===== src/sv/block_buffer_cache_manager_assert.svh =====
// Assertion macros used by the buffer cache manager sequencer.
`ifndef BLOCK_BUFFER_CACHE_MANAGER_ASSERT_SVH
`define BLOCK_BUFFER_CACHE_MANAGER_ASSERT_SVH
`ifndef SYNTH
// Check a property once reset is released.
`define BBCM_ASSERT(lbl, prop, msg) \
  lbl: assert property (@(posedge clk) disable iff (!rst_n) prop) else $error(msg);
// Check a property on every edge, reset included.
`define BBCM_ASSERT_ALWAYS(lbl, prop, msg) \
  lbl: assert property (@(posedge clk) prop) else $error(msg);
`else
`define BBCM_ASSERT(lbl, prop, msg)
`define BBCM_ASSERT_ALWAYS(lbl, prop, msg)
`endif
`endif


===== src/sv/bbcm_pkg.sv =====
// Shared constants, codes and types of the buffer cache manager.
`default_nettype none
package bbcm_pkg;

  localparam int NUM_BUFFERS = 64;
  localparam int DEV_BITS    = 16;
  localparam int BLOCK_BITS  = 32;
  localparam int SLOT_W      = $clog2(NUM_BUFFERS);
  localparam int LINK_W      = SLOT_W + 1;
  localparam int CMD_W       = 3;
  localparam int STAT_W      = 3;
  localparam int REF_W       = 2;
  localparam int IN_W        = 64;
  localparam int OUT_W       = 64;

  localparam logic [LINK_W-1:0] SENT    = LINK_W'(NUM_BUFFERS);
  localparam logic [REF_W-1:0]  REF_MAX = '1;

  // Commands
  localparam logic [CMD_W-1:0] CMD_GET   = 3'd0;
  localparam logic [CMD_W-1:0] CMD_REL   = 3'd1;
  localparam logic [CMD_W-1:0] CMD_SETD  = 3'd2;
  localparam logic [CMD_W-1:0] CMD_CLRD  = 3'd3;
  localparam logic [CMD_W-1:0] CMD_FILL  = 3'd4;
  localparam logic [CMD_W-1:0] CMD_WDONE = 3'd5;

  // Result status codes
  localparam logic [STAT_W-1:0] ST_GRANTED   = 3'd0;
  localparam logic [STAT_W-1:0] ST_LOCKED    = 3'd1;
  localparam logic [STAT_W-1:0] ST_NOFREE    = 3'd2;
  localparam logic [STAT_W-1:0] ST_WRITEBACK = 3'd3;
  localparam logic [STAT_W-1:0] ST_ERROR     = 3'd4;
  localparam logic [STAT_W-1:0] ST_DONE      = 3'd5;

  // Target slot sources
  localparam logic [1:0] TGT_IDX  = 2'd0;
  localparam logic [1:0] TGT_HIT  = 2'd1;
  localparam logic [1:0] TGT_HEAD = 2'd2;

  typedef struct packed {
    logic [DEV_BITS-1:0]   dev;
    logic [BLOCK_BITS-1:0] blk;
    logic                  assigned;
    logic                  valid;
    logic                  dirty;
    logic                  lock;
    logic [REF_W-1:0]      refs;
  } meta_t;

  localparam int META_W = $bits(meta_t);

  typedef struct packed {
    logic       init_wr;
    logic       in_load;
    logic       scan_start;
    logic       scan_step;
    logic       tgt_load;
    logic [1:0] tgt_sel;
    logic       miss;
    logic       load_regs;
    logic       exec;
    logic       unlink;
    logic       push_a;
    logic       push_b;
    logic       push_tail;
    logic       res_err;
    logic       res_nofree;
    logic       out_load;
  } dp_cmd_t;

  typedef struct packed {
    logic init_last;
    logic dec_err;
    logic is_get;
    logic is_rel;
    logic hit;
    logic scan_miss;
    logic free_empty;
    logic locked;
    logic ref_zero;
    logic rel_to_zero;
    logic push_to_tail;
    logic out_free;
  } dp_stat_t;

endpackage
`default_nettype wire


===== src/sv/bbcm_ctrl.sv =====
// Sequencer of the buffer cache manager.
`default_nettype none
`include "block_buffer_cache_manager_assert.svh"
module bbcm_ctrl import bbcm_pkg::*; (
  input  wire logic     clk,
  input  wire logic     rst_n,
  input  wire logic     in_tvalid,
  output logic          in_tready,
  input  wire dp_stat_t stat,
  output dp_cmd_t       cmd
);

  localparam logic [3:0] S_INIT    = 4'd0;
  localparam logic [3:0] S_IDLE    = 4'd1;
  localparam logic [3:0] S_DECODE  = 4'd2;
  localparam logic [3:0] S_SCAN    = 4'd3;
  localparam logic [3:0] S_FETCH   = 4'd4;
  localparam logic [3:0] S_LOAD    = 4'd5;
  localparam logic [3:0] S_EXEC    = 4'd6;
  localparam logic [3:0] S_UNLINK  = 4'd7;
  localparam logic [3:0] S_PUSHH_A = 4'd8;
  localparam logic [3:0] S_PUSHH_B = 4'd9;
  localparam logic [3:0] S_PUSHT_A = 4'd10;
  localparam logic [3:0] S_PUSHT_B = 4'd11;
  localparam logic [3:0] S_RESP    = 4'd12;

  logic [3:0] state_r, state_nxt;
  logic       miss_r, miss_nxt;

  assign in_tready = (state_r == S_IDLE);

  // Next state and datapath commands
  always_comb begin
    state_nxt = state_r;
    miss_nxt  = miss_r;
    cmd       = '0;
    cmd.miss  = miss_r;
    unique case (state_r)
      S_INIT: begin
        cmd.init_wr = 1'b1;
        if (stat.init_last) begin
          state_nxt = S_IDLE;
        end
      end
      S_IDLE: begin
        cmd.in_load = in_tvalid;
        if (in_tvalid) begin
          state_nxt = S_DECODE;
        end
      end
      S_DECODE: begin
        if (stat.dec_err) begin
          cmd.res_err = 1'b1;
          state_nxt   = S_RESP;
        end else if (stat.is_get) begin
          cmd.scan_start = 1'b1;
          miss_nxt       = 1'b0;
          state_nxt      = S_SCAN;
        end else begin
          cmd.tgt_load = 1'b1;
          cmd.tgt_sel  = TGT_IDX;
          state_nxt    = S_FETCH;
        end
      end
      S_SCAN: begin
        cmd.scan_step = 1'b1;
        if (stat.hit) begin
          cmd.tgt_load = 1'b1;
          cmd.tgt_sel  = TGT_HIT;
          state_nxt    = S_FETCH;
        end else if (stat.scan_miss) begin
          if (stat.free_empty) begin
            cmd.res_nofree = 1'b1;
            state_nxt      = S_RESP;
          end else begin
            cmd.tgt_load = 1'b1;
            cmd.tgt_sel  = TGT_HEAD;
            miss_nxt     = 1'b1;
            state_nxt    = S_FETCH;
          end
        end
      end
      S_FETCH: begin
        state_nxt = S_LOAD;
      end
      S_LOAD: begin
        cmd.load_regs = 1'b1;
        state_nxt     = S_EXEC;
      end
      S_EXEC: begin
        cmd.exec  = 1'b1;
        state_nxt = S_RESP;
        if (stat.is_get) begin
          if (miss_r || (!stat.locked && stat.ref_zero)) begin
            state_nxt = S_UNLINK;
          end
        end else if (stat.is_rel && stat.rel_to_zero) begin
          state_nxt = stat.push_to_tail ? S_PUSHT_A : S_PUSHH_A;
        end
      end
      S_UNLINK: begin
        cmd.unlink = 1'b1;
        state_nxt  = S_RESP;
      end
      S_PUSHH_A: begin
        cmd.push_a = 1'b1;
        state_nxt  = S_PUSHH_B;
      end
      S_PUSHH_B: begin
        cmd.push_b = 1'b1;
        state_nxt  = S_RESP;
      end
      S_PUSHT_A: begin
        cmd.push_a    = 1'b1;
        cmd.push_tail = 1'b1;
        state_nxt     = S_PUSHT_B;
      end
      S_PUSHT_B: begin
        cmd.push_b    = 1'b1;
        cmd.push_tail = 1'b1;
        state_nxt     = S_RESP;
      end
      S_RESP: begin
        if (stat.out_free) begin
          cmd.out_load = 1'b1;
          state_nxt    = S_IDLE;
        end
      end
      default: begin
        state_nxt = S_IDLE;
      end
    endcase
  end

  // Hold state
  always_ff @(posedge clk) begin
    if (!rst_n) begin
      state_r <= S_INIT;
      miss_r  <= 1'b0;
    end else begin
      state_r <= state_nxt;
      miss_r  <= miss_nxt;
    end
  end

  `BBCM_ASSERT(a_accept_decodes, (in_tvalid && in_tready) |=> (state_r == S_DECODE), "accepted beat not decoded")
  `BBCM_ASSERT(a_hit_fetches, (state_r == S_SCAN && stat.hit) |=> (state_r == S_FETCH && !miss_r), "hit did not fetch slot")
  `BBCM_ASSERT(a_resp_done, (state_r == S_RESP && stat.out_free) |=> (state_r == S_IDLE), "result not handed over")
  `BBCM_ASSERT_ALWAYS(a_rst_init, !rst_n |=> (state_r == S_INIT), "reset did not start sweep")

endmodule
`default_nettype wire


===== config.mk =====
export PLATFORM = sky130hd
export DESIGN_NAME = bbcm_ctrl
export DESIGN_NICKNAME = d
export VERILOG_FILES = /design/src/sv/bbcm_pkg.sv /design/src/sv/bbcm_ctrl.sv
export VERILOG_INCLUDE_DIRS = /design/src /design/src/sv
export SDC_FILE = /design/constraint.sdc
export NUM_CORES = 1
export LEC_CHECK = 0
export ABC_AREA = 1
export BUFFER_PORTS_ARGS = -buffer_cell sky130_fd_sc_hd__buf_4
export CAP_MARGIN = 10
export CORE_UTILIZATION = 42
export CTS_CLUSTER_SIZE = 8
export DETAILED_ROUTE_END_ITERATION = 7
export HOLD_SLACK_MARGIN = 0.08
export PLACE_DENSITY_LB_ADDON = 0.08
export SKIP_LAST_GASP = 1
export SYNTH_ARGS = -nofsm -noshare
export SYNTH_HDL_FRONTEND = slang
export SYNTH_SLANG_ARGS = --single-unit

===== constraint.sdc =====
create_clock -name clk -period 1.5 [get_ports clk]
set_clock_uncertainty 0.15 [all_clocks]
set_input_delay 0.225 -clock clk [delete_from_list [all_inputs] [get_ports clk]]
set_output_delay 0.225 -clock clk [all_outputs]
set_load 0.05 [all_outputs]

==> impl_metrics.yaml, run 1 <==
synthesis:
  ys_seq_elements: 5
  ys_seq_area_share_pct: 17.82
  synthArstFlopShare_pct: 0
  netlist_area_um2: 561.8
  yosysTopAreaCellShare_pct: 19.38
  synth_nets: 124
  yosys-top-cells-area: "nand2_1 19%, dfxtp_1 18%, inv_1 13%"
  yosysWarnings: 0
  synth_edf_count: 0
  yosysTopAreaCell: "nand2_1"
  synthCells: 109
  synth_cell_types: 18
  synth_common_cells: "29 x nand2_1, 19 x inv_1, 16 x nor2_1"
  ys.flop_type: "dfxtp_1"
  syn_avg_cell_area_um2: 5.154
  synth_most_common_cell: "nand2_1"
die:
  die_x_um: 38.58
  num_io_pins: 33
  initial_core_util_pct: 47.97
  die_h_um: 38.58
  num_rows: 12
clock_tree:
  postCtsHoldBufs: 0
  ctsResizeCount: 44
  cts_buffer_depth: 2
  post-cts-setup-buffers: 5
  cts_buffers: 3
  root_buffer: "clkbuf_4"
  h-tree-depth: 1
  clock-sinks: 5
outcome:
  error: "[ERROR DPL-0038] Utilization greater than 100%, impossible to legalize"
  outcome: "did not finish"
  haltStage: "4_1_cts"
placed_design:
  place_ws_ps: -40.15
  numPortBuffers: 32
  postPlaceCellArea_um2: 983.4
  dp_hpwl_um: 1660
  place.gp.congestion: 0.8087
## stage by stage
stage,TNS [ps],cells,hold slack [ps]
2_1_floorplan,-329.4,109,208.6
3_3_place_gp,0,161,309.0
3_5_place_dp,-49.25,161,340.3
## cell families after synthesis
group | count (synthesis) | synth area share (%)
AO/OA/AOI/OAI | 11 | 10.47
buffers and inverters | 25 | 18.04
AND/OR/NAND/NOR | 68 | 53.67
flip-flops | 5 | 17.82
==> inputs of run 2 (changes only) <==
--- a/config.mk
+++ b/config.mk
@@ -9,11 +9,10 @@
 export ABC_AREA = 1
 export BUFFER_PORTS_ARGS = -buffer_cell sky130_fd_sc_hd__buf_4
 export CAP_MARGIN = 10
-export CORE_UTILIZATION = 42
-export CTS_CLUSTER_SIZE = 8
+export CORE_AREA = 2 2 63 65
 export DETAILED_ROUTE_END_ITERATION = 7
-export HOLD_SLACK_MARGIN = 0.08
-export PLACE_DENSITY_LB_ADDON = 0.08
+export DIE_AREA = 0 0 65 67
+export PLACE_DENSITY_LB_ADDON = 0.15
 export SKIP_LAST_GASP = 1
 export SYNTH_ARGS = -nofsm -noshare
 export SYNTH_HDL_FRONTEND = slang
==> impl_metrics.yaml, run 2 <==
outcome:
  outcome: "complete, but fails checks"
  violations: "negative setup slack"
timing:
  finalCritPeriodShare_pct: 108.9
  max_slew_margin_pct: 85.04
  fin_crit_ps: 1634
  finalSetupViolCount: 14
  rsz0062_at_grt: "true"
  worstMarginPinSlew_ps: 224.2
  finalHoldViolCount: 0
  maxSlewViolCount: 0
  finalWorstSetupSlack_ps: -133.7
  max_freq_mhz: 612.1
die:
  num_io_pins: 33
  die_x_um: 65
  coreArea_mm2: 0.003606
  dieArea_mm2: 0.004355
  die_h_um: 67
  num_rows: 22
  initial_core_util_pct: 15.58
synthesis:
  ys_seq_elements: 5
  yosys-top-cells-area: "nand2_1 19%, dfxtp_1 18%, inv_1 13%"
  synth_edf_count: 0
  synth_nets: 124
  synthArstFlopShare_pct: 0
  synthCells: 109
  yosysWarnings: 0
  yosysTopAreaCellShare_pct: 19.38
  yosysTopAreaCell: "nand2_1"
  synth_common_cells: "29 x nand2_1, 19 x inv_1, 16 x nor2_1"
  syn_avg_cell_area_um2: 5.154
  ys.flop_type: "dfxtp_1"
  synth_cell_types: 18
  ys_seq_area_share_pct: 17.82
  synth_most_common_cell: "nand2_1"
  netlist_area_um2: 561.8
detailed_routing:
  vias: 858
  avgRoutedWirePerCell_um: 10.74
  drc: 0
  ant_nets: 0
  post_drt_via_cell_ratio: 4.086
  drtPass1Iterations: 2
  finalWirelength_um: 2255
  drtIter0Drc: 14
clock_tree:
  cts_buffer_depth: 2
  cts_buffers: 3
  root_buffer: "clkbuf_8"
  cts_tree: "built"
  postCtsHoldBufs: 0
  h-tree-depth: 1
  clock-sinks: 5
  clk_pin_slew_ps: 30
  worst_skew_pair.late_latency_ps: 230
placed_design:
  dp_hpwl_um: 1825
  place.gp.congestion: 0.8188
  place_inst: 195
  numPortBuffers: 32
  place_ws_ps: 6.216
setup_path:
  end_kind: "output pin"
  path_class: "reg -> out"
  crit_path_cell_trace: "nand2_2, inv_2, nand2_2, buf_6, nor2_2, buf_6"
  crit_fanout: 6
  slowest_delay_ps: 390
  cp.arrival_ps: 1260
  cp_top_family: "flip-flops"
  critPathSlowestCell: "dfxtp_4"
  cp_data_required_time_ps: 1120
  startpoint_type: "register"
  path_buf_inv: 3
run:
  maxCapViolCount: 0
power_and_ir_drop:
  seq_power_share_pct: 13.3
  vdd_drop_max_v: 0.0003429
  leakagePower_nw: 0.6510
  power.switching_mw: 1.012
  p_comb_share_pct: 74.0
  p_sw_share_pct: 50.80
  p_int_uw: 980.4
  clkPwrFrac_pct: 12.7
  p_per_area_mw_per_mm2: 1457
global_routing:
  use_met2_pct: 18.56
  grt_use_total_pct: 10.47
  grt_start_max_net_pins: 7
  use_met3_pct: 1.182
  grt_pass1_vias: 807
  antenna_found_initial: 0
  grt_pass1_wl_um: 3470
  grt_overflow_total: 0
  use_met1_pct: 12.00
  top_usage_layer: "met2"
finish:
  final_common_cell: "buf_4"
  largest_register_ffs: 4
  largest_register: "state_r"
  fin_nets: 178
  syn2layout_area_growth_pct: 143.4
  regArea_um2: 115.1
  fillCellCount: 392
  multi_input_area_um2: 556.8
  drive_above_1_share_pct: 59.26
  largestRegisters: "state_r: 4 flops, miss_r: 1 flops"
  final_cells: 210
  mostFrequentLayoutCells: "28 x buf_4, 21 x nand2_1, 19 x buf_6, 16 x inv_1, 11 x nor2_4"
  num_antenna_cells: 0
min_path:
  hp-class: "in -> reg"
-- run 2: cell counts after synthesis --
Identical to the previous run, type by type.
-- run 2: kinds of logic after synthesis --
logic type / share of synthesized area (%)
AO/OA/AOI/OAI: 10.47
buffers and inverters: 18.04
flip-flops: 17.82
AND/OR/NAND/NOR: 53.67
-- run 2: timing repair --
item                                    in CTS  in global routing
resized for setup                           38                 19
pin swaps                                    7                  7
setup buffers                                6                  6
endpoints found under the setup margin      17                 20
gates cloned                                 0                  0
-- run 2: per-layer routing --
layer	part of all wire (%)	vias up
li1	-	447
met1	40	379
met2	54	25
met3	3.5	7
met4	2.5	0
met5	0	-
-- run 2: layout make-up --
cell class,count,share of cell area (%)
clock buffers,4,3.294
flip-flops and latches,5,8.417
repair buffers,51,35.77
inverters,23,7.411
multi-input cells,79,40.71
well taps,48,4.392
-- run 2: path summary, 6_finish.rpt --
check        depth (start not counted)    endpoint  slack, ps        from
max                                  6     cmd[10]       -130  state_r[0]
min                                  3  state_r[0]        120       rst_n
max reg2reg                         11  state_r[1]         10  state_r[3]
min reg2reg                          2      miss_r        340      miss_r
-- run 2: power by group through the flow --
stage / sequential, mW / combinational, mW / clock [mW]
global route: 0.272 / 1.57 / 0.264
floorplan: 0.237 / 0.789 / 0
global placement: 0.234 / 1.16 / 0
finish: 0.266 / 1.47 / 0.253
CTS: 0.261 / 1.34 / 0.256
detailed placement: 0.237 / 1.15 / 0
-- run 2: worst register-to-register path, cell delays in order (launching register included) --
cell,delay (ps)
dfxtp_4,360
inv_4,100
buf_4,120
nand2_4,60
nor2_4,140
buf_6,110
nand3_1,50
nand2_1,70
inv_1,50
nand2_1,50
nand2_1,40
a21oi_1,110
-- run 2: stage by stage --
step | setup TNS (ps) | power, mW | utilization (%) | hold WS (ps) | cell area, um2
final | -892.9 | 1.993 | 37.93 | 124.4 | 1368
after global routing | -1649 | 2.108 | 37.93 | 144.8 | 1368
after detailed placement | 0 | 1.390 | 28.80 | 330.7 | 1039
after CTS | -934.7 | 1.854 | 35.01 | 128.8 | 1262
after global placement | 0 | 1.390 | 28.80 | 333.9 | 1039
after floorplan | -329.4 | 1.026 | - | 208.6 | 680.7
Power figures use the tool's default switching activity.
